[src/design/swmm_pkg.sv]
// ----------------------------------------------------------------------------
// swmm_pkg
// Shared sizes, channel codes and control types for the sliding-window
// mean and maximum block.
// ----------------------------------------------------------------------------
`default_nettype none

package swmm_pkg;

  localparam int WINDOW = 10;
  localparam int DATA_W = 24;
  // Fill count holds 0..WINDOW
  localparam int CNT_W  = $clog2(WINDOW + 1);
  // Signed running sum that never overflows
  localparam int SUM_W  = DATA_W + 1 + $clog2(WINDOW + 1);
  localparam int DCNT_W = $clog2(SUM_W + 1);

  localparam logic [1:0] CH_TEMP  = 2'd0;
  localparam logic [1:0] CH_HUMID = 2'd1;
  localparam logic [1:0] CH_PRESS = 2'd2;
  localparam logic [1:0] CH_NONE  = 2'd3;

  typedef struct packed {
    logic push;
    logic rotate;
  } chain_ctl_t;

endpackage

`default_nettype wire

[src/design/sliding_window_mean_max.sv]
// Flow: an input transaction pushes the sample, then the block scans the
// window for the maxima while the two bit-serial dividers form the means.
// One item in flight: input is taken again once the result is loaded into
// the output register.
// Reset (rst, synchronous): clears fill counts, sums, pressure history and
// the output valid; window entries stay unknown until written.
// ----------------------------------------------------------------------------
// sliding_window_mean_max
// Per-channel window mean and maximum plus pressure-difference statistics,
// built from rotating cell chains and two serial dividers.
// ----------------------------------------------------------------------------
`default_nettype none

module sliding_window_mean_max (
  input  wire logic                        clk,
  input  wire logic                        rst,
  input  wire logic                        in_valid,
  output logic                             in_ready,
  input  wire logic [1:0]                  channel,
  input  wire logic [swmm_pkg::DATA_W-1:0] sample,
  output logic                             out_valid,
  input  wire logic                        out_ready,
  output logic      [swmm_pkg::DATA_W-1:0] window_mean,
  output logic      [swmm_pkg::DATA_W-1:0] window_max,
  output logic      [swmm_pkg::DATA_W-1:0] delta_mean,
  output logic      [swmm_pkg::DATA_W-1:0] delta_max
);
  import swmm_pkg::*;

  localparam logic [1:0] S_IDLE = 2'd0;
  localparam logic [1:0] S_SCAN = 2'd1;
  localparam logic [1:0] S_DONE = 2'd2;

  logic [1:0]        state;
  logic              acc;
  logic [1:0]        ch_q;
  logic              start_q;
  logic [CNT_W-1:0]  k;

  logic [CNT_W-1:0]  fill [3];
  logic [SUM_W-1:0]  sum  [4];
  logic [DATA_W-1:0] last_pressure;
  logic              pressure_seen;

  chain_ctl_t        ctl  [4];
  logic [DATA_W-1:0] din  [4];
  logic [DATA_W-1:0] tail [4];

  logic [DATA_W:0]   diff;
  logic [DATA_W:0]   diff_abs;
  logic [DATA_W-1:0] delta;

  logic [CNT_W-1:0]  nw;
  logic [CNT_W:0]    pos_w;
  logic [CNT_W:0]    pos_d;
  logic              valid_w;
  logic              valid_d;
  logic [DATA_W-1:0] wmax;
  logic              wfound;
  logic [DATA_W-1:0] dmax;
  logic              dfound;
  logic [SUM_W-1:0]  wsum;
  logic [DATA_W-1:0] wtail;

  logic              busy_w;
  logic              busy_d;
  logic [DATA_W-1:0] q_w;
  logic [DATA_W-1:0] q_d;
  logic              load_out;

  assign in_ready = (state == S_IDLE);
  assign acc      = in_valid & in_ready;

  // Absolute pressure step; zero for the first pressure sample
  assign diff     = {sample[DATA_W-1], sample} - {last_pressure[DATA_W-1], last_pressure};
  assign diff_abs = diff[DATA_W] ? (~diff + 1'b1) : diff;
  assign delta    = pressure_seen ? diff_abs[DATA_W-1:0] : '0;

  // Chain controls: push on accept, rotate while scanning
  always_comb begin
    for (int g = 0; g < 4; g++) begin
      ctl[g].push   = acc && ((g == 3) ? (channel == CH_PRESS) : (channel == 2'(g)));
      ctl[g].rotate = (state == S_SCAN) && ((g == 3) || (ch_q == 2'(g)));
      din[g]        = (g == 3) ? delta : sample;
    end
  end

  for (genvar g = 0; g < 4; g++) begin : g_chain
    swmm_chain u_chain (
      .clk  (clk),
      .ctl  (ctl[g]),
      .din  (din[g]),
      .tail (tail[g])
    );
  end

  // Update counts, sums and pressure history on each input transaction
  always_ff @(posedge clk) begin
    if (rst) begin
      for (int c = 0; c < 3; c++) begin
        fill[c] <= '0;
      end
      for (int c = 0; c < 4; c++) begin
        sum[c] <= '0;
      end
      last_pressure <= '0;
      pressure_seen <= 1'b0;
    end else if (acc) begin
      for (int c = 0; c < 3; c++) begin
        if (channel == 2'(c)) begin
          if (fill[c] == CNT_W'(WINDOW)) begin
            sum[c] <= sum[c] + {{(SUM_W-DATA_W){sample[DATA_W-1]}}, sample}
                      - {{(SUM_W-DATA_W){tail[c][DATA_W-1]}}, tail[c]};
          end else begin
            sum[c]  <= sum[c] + {{(SUM_W-DATA_W){sample[DATA_W-1]}}, sample};
            fill[c] <= fill[c] + 1'b1;
          end
        end
      end
      if (channel == CH_PRESS) begin
        if (fill[2] == CNT_W'(WINDOW)) begin
          sum[3] <= sum[3] + {{(SUM_W-DATA_W){1'b0}}, delta}
                    - {{(SUM_W-DATA_W){1'b0}}, tail[3]};
        end else begin
          sum[3] <= sum[3] + {{(SUM_W-DATA_W){1'b0}}, delta};
        end
        last_pressure <= sample;
        pressure_seen <= 1'b1;
      end
    end
  end

  // Window fill, sum and tail of the latched channel
  always_comb begin
    case (ch_q)
      CH_TEMP:  begin nw = fill[0]; wsum = sum[0]; wtail = tail[0]; end
      CH_HUMID: begin nw = fill[1]; wsum = sum[1]; wtail = tail[1]; end
      CH_PRESS: begin nw = fill[2]; wsum = sum[2]; wtail = tail[2]; end
      default:  begin nw = '0;      wsum = '0;     wtail = tail[0]; end
    endcase
  end

  // Tail entry at scan step k is valid once k reaches WINDOW - fill
  assign pos_w   = {1'b0, k} + {1'b0, nw};
  assign pos_d   = {1'b0, k} + {1'b0, fill[2]};
  assign valid_w = (pos_w >= (CNT_W+1)'(WINDOW));
  assign valid_d = (pos_d >= (CNT_W+1)'(WINDOW));

  swmm_div u_div_w (
    .clk      (clk),
    .rst      (rst),
    .start    (start_q),
    .dividend (wsum),
    .divisor  (nw),
    .busy     (busy_w),
    .quotient (q_w)
  );

  swmm_div u_div_d (
    .clk      (clk),
    .rst      (rst),
    .start    (start_q),
    .dividend (sum[3]),
    .divisor  (fill[2]),
    .busy     (busy_d),
    .quotient (q_d)
  );

  assign load_out = (state == S_DONE) && !busy_w && !busy_d && (!out_valid || out_ready);

  // Sequencer: accept, scan the chains, wait for the dividers, hand off
  always_ff @(posedge clk) begin
    if (rst) begin
      state   <= S_IDLE;
      start_q <= 1'b0;
      k       <= '0;
    end else begin
      start_q <= acc;
      unique case (state)
        S_IDLE: begin
          if (acc) begin
            state <= S_SCAN;
            k     <= '0;
          end
        end
        S_SCAN: begin
          k <= k + 1'b1;
          if (k == CNT_W'(WINDOW - 1)) begin
            state <= S_DONE;
          end
        end
        S_DONE: begin
          if (load_out) begin
            state <= S_IDLE;
          end
        end
        default: begin
          state <= S_IDLE;
        end
      endcase
    end
  end

  // Latch channel; track running maxima over the rotating tails
  always_ff @(posedge clk) begin
    if (acc) begin
      ch_q   <= channel;
      wfound <= 1'b0;
      dfound <= 1'b0;
    end else if (state == S_SCAN) begin
      if (valid_w && (!wfound || ($signed(wtail) > $signed(wmax)))) begin
        wmax   <= wtail;
        wfound <= 1'b1;
      end
      if (valid_d && (!dfound || (tail[3] > dmax))) begin
        dmax   <= tail[3];
        dfound <= 1'b1;
      end
    end
  end

  // Output register
  always_ff @(posedge clk) begin
    if (rst) begin
      out_valid <= 1'b0;
    end else if (load_out) begin
      out_valid <= 1'b1;
    end else if (out_ready) begin
      out_valid <= 1'b0;
    end
  end

  always_ff @(posedge clk) begin
    if (load_out) begin
      window_mean <= (nw != '0) ? q_w : '0;
      window_max  <= wfound ? wmax : '0;
      delta_mean  <= (fill[2] != '0) ? q_d : '0;
      delta_max   <= dfound ? dmax : '0;
    end
  end

endmodule

`default_nettype wire

[src/design/swmm_cell.sv]
// ----------------------------------------------------------------------------
// swmm_cell
// One window entry: loads from its neighbor when the chain moves.
// ----------------------------------------------------------------------------
`default_nettype none

module swmm_cell (
  input  wire logic                      clk,
  input  wire logic                      en,
  input  wire logic [swmm_pkg::DATA_W-1:0] d,
  output logic      [swmm_pkg::DATA_W-1:0] q
);
  import swmm_pkg::*;

  // Advance the entry
  always_ff @(posedge clk) begin
    if (en) begin
      q <= d;
    end
  end

endmodule

`default_nettype wire

[src/design/swmm_chain.sv]
// ----------------------------------------------------------------------------
// swmm_chain
// Row of WINDOW cells. A push shifts a new sample in at the head; a rotate
// feeds the tail back to the head so the whole window passes the tail.
// ----------------------------------------------------------------------------
`default_nettype none

module swmm_chain (
  input  wire logic                        clk,
  input  wire swmm_pkg::chain_ctl_t        ctl,
  input  wire logic [swmm_pkg::DATA_W-1:0] din,
  output logic      [swmm_pkg::DATA_W-1:0] tail
);
  import swmm_pkg::*;

  logic [DATA_W-1:0] q [WINDOW];
  logic              en;

  assign en   = ctl.push | ctl.rotate;
  assign tail = q[WINDOW-1];

  // Build the row; the head takes the new sample or the wrapped tail
  for (genvar i = 0; i < WINDOW; i++) begin : g_cell
    if (i == 0) begin : g_head
      swmm_cell u_cell (
        .clk (clk),
        .en  (en),
        .d   (ctl.push ? din : q[WINDOW-1]),
        .q   (q[i])
      );
    end else begin : g_body
      swmm_cell u_cell (
        .clk (clk),
        .en  (en),
        .d   (q[i-1]),
        .q   (q[i])
      );
    end
  end

endmodule

`default_nettype wire

[src/design/swmm_div.sv]
// ----------------------------------------------------------------------------
// swmm_div
// Bit-serial restoring divider: signed running sum by unsigned fill count,
// quotient truncated toward zero, one quotient bit per cycle.
// ----------------------------------------------------------------------------
`default_nettype none

module swmm_div (
  input  wire logic                       clk,
  input  wire logic                       rst,
  input  wire logic                       start,
  input  wire logic [swmm_pkg::SUM_W-1:0] dividend,
  input  wire logic [swmm_pkg::CNT_W-1:0] divisor,
  output logic                            busy,
  output logic      [swmm_pkg::DATA_W-1:0] quotient
);
  import swmm_pkg::*;

  logic              neg;
  logic [SUM_W-1:0]  quo;
  logic [CNT_W-1:0]  rem;
  logic [CNT_W-1:0]  dvs;
  logic [DCNT_W-1:0] cnt;
  logic [CNT_W:0]    rem_sh;
  logic [CNT_W:0]    trial;
  logic [SUM_W-1:0]  quo_signed;

  assign rem_sh     = {rem, quo[SUM_W-1]};
  assign trial      = rem_sh - {1'b0, dvs};
  assign quo_signed = neg ? (~quo + 1'b1) : quo;
  assign quotient   = quo_signed[DATA_W-1:0];

  // Control: count down one step per bit
  always_ff @(posedge clk) begin
    if (rst) begin
      busy <= 1'b0;
      cnt  <= '0;
    end else if (start) begin
      busy <= 1'b1;
      cnt  <= DCNT_W'(SUM_W);
    end else if (busy) begin
      cnt <= cnt - 1'b1;
      if (cnt == DCNT_W'(1)) begin
        busy <= 1'b0;
      end
    end
  end

  // Datapath: load magnitude, then shift and subtract
  always_ff @(posedge clk) begin
    if (start) begin
      neg <= dividend[SUM_W-1];
      quo <= dividend[SUM_W-1] ? (~dividend + 1'b1) : dividend;
      rem <= '0;
      dvs <= divisor;
    end else if (busy) begin
      if (!trial[CNT_W]) begin
        rem <= trial[CNT_W-1:0];
        quo <= {quo[SUM_W-2:0], 1'b1};
      end else begin
        rem <= rem_sh[CNT_W-1:0];
        quo <= {quo[SUM_W-2:0], 1'b0};
      end
    end
  end

endmodule

`default_nettype wire

[config.mk]
export PLATFORM = sky130hd
export DESIGN_NAME = sliding_window_mean_max
export DESIGN_NICKNAME = d
export VERILOG_FILES = /design/src/design/swmm_pkg.sv /design/src/design/sliding_window_mean_max.sv /design/src/design/swmm_cell.sv /design/src/design/swmm_chain.sv /design/src/design/swmm_div.sv
export SDC_FILE = /design/constraint.sdc
export NUM_CORES = 2
export LEC_CHECK = 0
export ABC_CLOCK_PERIOD_IN_PS = 8200
export BUFFER_PORTS_ARGS = -buffer_cell sky130_fd_sc_hd__buf_2
export CELL_PAD_IN_SITES_DETAIL_PLACEMENT = 2
export CELL_PAD_IN_SITES_GLOBAL_PLACEMENT = 2
export CORE_MARGIN = 3
export CORE_UTILIZATION = 41
export CTS_CLUSTER_SIZE = 40
export DETAILED_ROUTE_END_ITERATION = 8
export PLACE_DENSITY_LB_ADDON = 0.2
export RECOVER_POWER = 25
export SETUP_SLACK_MARGIN = 0.15
export SYNTH_ARGS = -nofsm -noshare
export SYNTH_HDL_FRONTEND = slang
export SYNTH_SLANG_ARGS = --single-unit
[constraint.sdc]
create_clock -name clk -period 8.2 [get_ports clk]
set_input_delay 1.23 -clock clk [delete_from_list [all_inputs] [get_ports clk]]
set_output_delay 1.23 -clock clk [all_outputs]
set_load 0.05 [all_outputs]
Yosys cells after proc, flatten, opt, wreduce, memory -nomap -nowiden. Memory sizes are Yosys's and may differ from the RTL's. Index checks and enable logic that the tools add are counted.

Register bits after elaboration: 1229. Bits in latches: 0. RAM bits: 128. ROM bits: 0. Bits of input ports: 30. Output and inout bits: 98. Logic and storage cells: 254. Memories kept: 2.

$add $sub $neg: 24. Multiply operators: 0. Divide/modulo/power cells: 0. Magnitude comparators: 4. Equal/unequal tests: 15. Shift operators: 0. Muxes and demuxes: 82. Bitwise operators: 22. Reductions and logical operators: 36.

Memories: sum (words 4, bits a word 29, rd ports 4, clocked after Yosys merged registers in 0, wr ports 4, line sliding_window_mean_max.sv:41) `logic [SUM_W-1:0] sum [4];`; fill (words 3, bits a word 4, rd ports 3, clocked after Yosys merged registers in 0, wr ports 3, line sliding_window_mean_max.sv:40) `logic [CNT_W-1:0] fill [3];`.

Operator list (number): $mux 29 (14); $mux 24 (8); $add 29x29->29 (3); $pmux 29 s3 (1); $sub 29x29->29 (3); $add 24x1->24 const B (3); $not 24->24 (3); $add 29x1->29 const B (2); $not 29->29 (2); $gt 24x24->1 (2); $pmux 24 s2 (1); $mux 1 (42); $add 29x24->29 (1); $sub 29x24->29 (1); $sub 24x24->25 (1); $mux 4 (6); $mux 5 (4); $add 4x1->4 const B (4); $eq 4x4->1 const B (4); $or 1x1->1 (15); $pmux 4 s3 (1); $logic_and 1x1->1 (11); $add 4x4->5 (2); $eq 5x1->1 const B (2); 20 further kinds (47).

Longest topological paths before layout.
Depth after elaboration: 9. Depth in mapped cells: 37. Mapped depth without buffers: 36.

By module. From an unflattened synthesis, not the netlist that was laid out.

Cell total of the unflattened synthesis: 4928. Area total of the unflattened synthesis: 63897.5 µm².

By module, submodules not included: swmm_cell (instances 40, cells each 24, area an instance 720.7 µm², sequential area each 720.7 µm²); sliding_window_mean_max (instances 1, cells each 3118, area an instance 26919.6 µm², sequential area each 8928.6 µm²); swmm_div (instances 2, cells each 369, area an instance 3276.9 µm², sequential area each 1221.2 µm²); swmm_chain (instances 4, cells each 28, area an instance 399.1 µm², sequential area each 0.0 µm²).

Least setup slack after synthesis. OpenSTA, ideal clock, no wires.

Path kind: input -> register. Start: in sample[0] (netlist bit). End: mem sum[3][27] (netlist bit), data pin. Setup time: 131 ps. Arrival time: 8289 ps. Data required time: 8069 ps. Path slack: -220 ps. Cell stages on the path: 36. Buffers on the path: 0. Cell sequence: inv_1 > ha_1 > inv_1 > fa_1 > a211oi_1 > o21ai_1 > a22oi_1 > nor2_1 > o22ai_1 > o21ai_0 > o31ai_1 > nor2_1 > a21oi_1 > nor2_1 > fa_1 > a211oi_1 > o21ai_0 > a2111oi_0 > nor3b_1 > o21ai_0 > nand2b_1 > a21o_1 > a21oi_1 > xnor2_1 > ha_1 > a21o_1 > a21o_1 > a21o_1 > a21oi_1 > o21bai_1 > o21ai_0 > a21oi_1 > nor4_1 > o21bai_1 > or4_1 > nand2_1.

RTL lines: from (decl) (line sliding_window_mean_max.sv:20) `input wire logic [swmm_pkg::DATA_W-1:0] sample,`; to (decl) (line sliding_window_mean_max.sv:41).

==> results by group <==
Run status
  – Outcome: finished, violations left
  – Violated checks: max-slew violations

GRT
  – Layer with the highest usage after global routing: met2
  – Met2 capacity usage during global routing: 45.0%
  – Global Route Usage Sum: 27.2%
  – Initial antenna violation count: 11
  – Wire length of the first global-routing pass: 316 mm
  – Global route overflow: 0
  – M3 GR Usage: 3.54%
  – Maximum number of pins on one net before global-route repair: 166
  – Met1 global-route usage: 36.5%
  – Vias in the first global route: 45,900

STA
  – Worst hold slack across all endpoints: 0.404 ns
  – Final-report hold violation count: 0
  – Maximum clock frequency: 125 MHz
  – Final setup violating endpoints: 0
  – Worst max-slew margin expressed relative to the limit: -5.55%
  – Tcrit/Tclk final: 97.7%
  – Pin slew with the least headroom to its limit: 1.58 ns
  – Clock Skews: 0.0529 ns
  – Crit path time final: 8.01 ns
  – Max Transition Viols Final: 5
  – Setup repair after global routing missed its margin: yes

Clock tree
  – Root buffer cell: clkbuf_16
  – Clock edge transition at the registers on the reported setup and hold paths: 0.06 ns
  – Cts hold-fix bufs: 0
  – CTS H-tree lvls: 4
  – CTS tree: done
  – TritonCTS Sinks: 1,357
  – Buffers from clock root to sink, at most: 3
  – CTS buffer count: 150
  – Clock latency of the later-clocked register in the worst-skew pair: 0.80 ns

Pwr
  – Clock share of power: 37.5%
  – Comb power frac: 16.5%
  – Leakage power summed over all cells: 27.3 nW
  – Worst supply voltage drop on vdd: 0.000191 V
  – Relative contribution of sequential cells to total power: 45.9%
  – Switching power of the nets: 5.08 mW
  – Sw Ratio: 28.2%
  – Total power per unit cell area: 248 nW/µm²
  – Total internal power: 12.9 mW

Placed design
  – Routability-driven placement congestion ratio: 0.919
  – Post-DP HPWL: 153 mm
  – Port-buffer cells: 127

Routing
  – Antenna-violating nets left: 0
  – Via density per instance: 5.76
  – Pre-antenna DRT Iters: 9
  – Total length of routed wires: 216 mm
  – Violation count after the first detailed-routing iteration: 3,670
  – Residual DRC count: 0
  – Wire length per cell: 29.1 µm
  – Via total after detailed routing: 42,700

Logic synthesis
  – Netlist area before placement: 62,400 µm²
  – Primary FF master, synth: edfxtp_1
  – Warning count from the yosys run: 0
  – Synth Instances: 4,825
  – Count of flip-flops with a built-in enable after synthesis: 1,302
  – Sequential element share of the synthesized area: 64.4%
  – Number of nets produced by synthesis: 5,194
  – Async S/R FF share, synth: 0%
  – Number of unique standard cell types used by synthesis: 78
  – Flops & latches, synth: 1,357
  – Avg Synthesized Cell Area: 12.9 µm²

Min path
  – Hold/Removal Path Class: reg -> reg

Setup path
  – Crit path max-delay cell type: fa_2
  – Crit end category: register
  – Kind of cell adding the most delay to the critical path: compound AO/OA/AOI/OAI gates
  – Buffer and inverter count on the worst path: 9
  – Element type at the critical path start: input pin
  – WP data arrival: 8.50 ns
  – Category of the critical setup timing path: in -> reg
  – CP most frequent cell: buf_4
  – Largest fanout on the critical path: 4
  – Crit-path max cell delay: 0.41 ns
  – Required time reported for the critical path endpoint: 8.69 ns

Final layout
  – Area growth from synthesis to final layout: 16.4%
  – Core Util, Final: 48.2%
  – Number of fill cells: 14,600
  – Number of nets in the layout: 5,637
  – Ratio of cells with drive above 1 in the final layout: 14.7%

Floorplan
  – I/O pins: 128
  – Initial core utilization: 41.5%
  – Height of the chip: 396 µm
  – Total core area: 150,000 µm²
  – Std-Cell Rows: 142
  – Total Die Area: 157,000 µm²
  – DIE WIDTH: 396 µm

Run
  – Number of max-capacitance violations reported: 0
[flip-flops by register name (all words and copies together), names as in the netlist, 5 cells and up]
register and flops:
g_chain.u_chain.g_cell.g_body.u_cell.q 864, g_chain.u_chain.g_cell.g_head.u_cell.q 96, u_div_w.quo 29, dmax 24
u_div_d.cnt 5, delta_mean 24, u_div_w.cnt 5, delta_max 24
sum 116, wmax 24, window_max 24, u_div_d.quo 29
fill 12, last_pressure 24, window_mean 24
[cells in the mapped netlist (9+ instances only)]
master    count  area share [%]
a211o_1      13            0.18
a211oi_1     61            0.73
a21o_1      108             1.3
a21oi_1     382             3.1
a222oi_1     30            0.48
a22oi_1      29            0.35
a311oi_1      9            0.13
a31o_2       12            0.17
a31oi_1      32            0.32
and2_1       30            0.30
and3_1       23            0.23
buf_1        31            0.19
clkbuf_1    105            0.63
dfxtp_1      55             1.8
edfxtp_1   1302              63
fa_1         13            0.42
ha_1        326             6.5
inv_1       279             1.7
mux2_2       50            0.90
mux2i_1      15            0.24
nand2_1     345             2.1
nand2b_1     51            0.51
nand3_1      66            0.53
nand4_1      27            0.27
nor2_1      419             2.5
nor2b_1      44            0.44
nor3_1       50            0.40
nor3b_1       9            0.11
nor4_1       17            0.17
o211ai_1     16            0.19
o21a_1       55            0.66
o21ai_0     212             1.7
o21bai_1     26            0.31
o22ai_1      24            0.24
o31a_1        9            0.13
o31ai_1      41            0.49
o41ai_1      17            0.24
or2_2        17            0.17
or3_1        34            0.34
or4_1        13            0.16
xnor2_1     203             2.8
xor2_1      130             1.8
[worst reg2reg max path, delay by kind of cell (launching register included)]
family / cells / cell delay [ns]
AO/OA/AOI/OAI: 16 / 3.38
XOR/XNOR: 3 / 0.49
adder cells (fa/ha/maj): 4 / 1.37
buffers and inverters: 7 / 1.08
flip-flops: 1 / 0.47
AND/OR/NAND/NOR: 8 / 0.82
[cell usage in the layout (no fill, tap or decap), types with 55 or more instances in the layout]
master,netlist,layout
o21ai_0,212,201
nand2_1,345,340
a21o_1,108,107
a21oi_1,382,376
clkbuf_16,0,151
inv_1,279,279
edfxtp_1,1302,1302
xnor2_1,203,199
nand3_1,66,66
ha_1,326,320
nor2_1,419,412
o21a_1,55,55
buf_2,2,127
xor2_1,130,129
buf_4,0,296
[logic make-up after synthesis]
logic type	after synthesis	synth area share, %
muxes	65	1.14
xor gates and xnor gates	334	4.71
and+or+nand+nor	1169	8.58
buffers and inverters	420	2.54
AOI/OAI and AO/OA	1141	11.6
DFF	1357	64.4
adders and majority gates	339	6.95
[layer usage]
layer | wire, µm | part of all wire [%] | vias to the layer above
li1 | - | - | 18900
met1 | 93100 | 43 | 22200
met2 | 103000 | 48 | 1250
met3 | 10000 | 4.6 | 375
met4 | 9300 | 4.3 | 2
met5 | 13 | 0.0060 | -
[worst paths after layout]
kind / depth (start not counted) / endpoint / slack (ns) / from
setup reg to reg: 38 / sum[3][28] / 0.29 / last_pressure[0]
hold / removal: 0 / g_chain[0].u_chain.g_cell[4].g_body.u_cell.q[23] / 0.40 / g_chain[0].u_chain.g_cell[3].g_body.u_cell.q[23]
hold reg to reg: 0 / g_chain[0].u_chain.g_cell[4].g_body.u_cell.q[23] / 0.40 / g_chain[0].u_chain.g_cell[3].g_body.u_cell.q[23]
setup / recovery: 40 / sum[3][28] / 0.19 / sample[0]
[power groups by stage]
| stage | combinational (mW) | sequential (mW) | clock (mW) |
|---|---|---|---|
| after floorplan | 1.81 | 8.35 | 0 |
| after global placement | 2.65 | 8.36 | 0 |
| after detailed placement | 2.84 | 8.42 | 0 |
| after CTS | 2.90 | 8.29 | 6.93 |
| after global routing | 3.24 | 8.31 | 7.19 |
| final | 2.98 | 8.28 | 6.77 |
[through the flow]
step,power (mW),worst slack (ns),area [µm²],instances,TNS (ns)
floorplan,10.2,0.170,62400,4825,0
global placement,11.0,-0.653,67300,7113,-3.15
detailed placement,11.3,-0.962,67300,7113,-5.93
CTS,18.1,0.159,72200,7388,0
global route,18.7,-0.118,72600,7407,-0.300
finish,18.0,0.192,72600,7409,0
[repair_timing]
| item | CTS | global route |
|---|---|---|
| cloned | 0 | 0 |
| endpoints found under the setup margin | 7 | 8 |
| buffers inserted | 0 | 19 |
| pin swaps | 3 | 47 |
| gates resized for setup | 8 | 49 |
[final cells by class]
| cell class | instances | area, µm² | area share [%] |
|---|---|---|---|
| Inverter | 281 | 1050 | 1.45 |
| Clock inverter | 93 | 951 | 1.31 |
| Antenna cell | 2 | 5.00 | 0.00689 |
| Tap cell | 2016 | 2520 | 3.47 |
| Sequential cell | 1357 | 40200 | 55.4 |
| Multi-Input combinational cell | 3048 | 21000 | 28.9 |
| Clock buffer | 182 | 3910 | 5.38 |
| Timing Repair Buffer | 430 | 2980 | 4.10 |
Note: power is estimated with default switching activity, not from simulation.
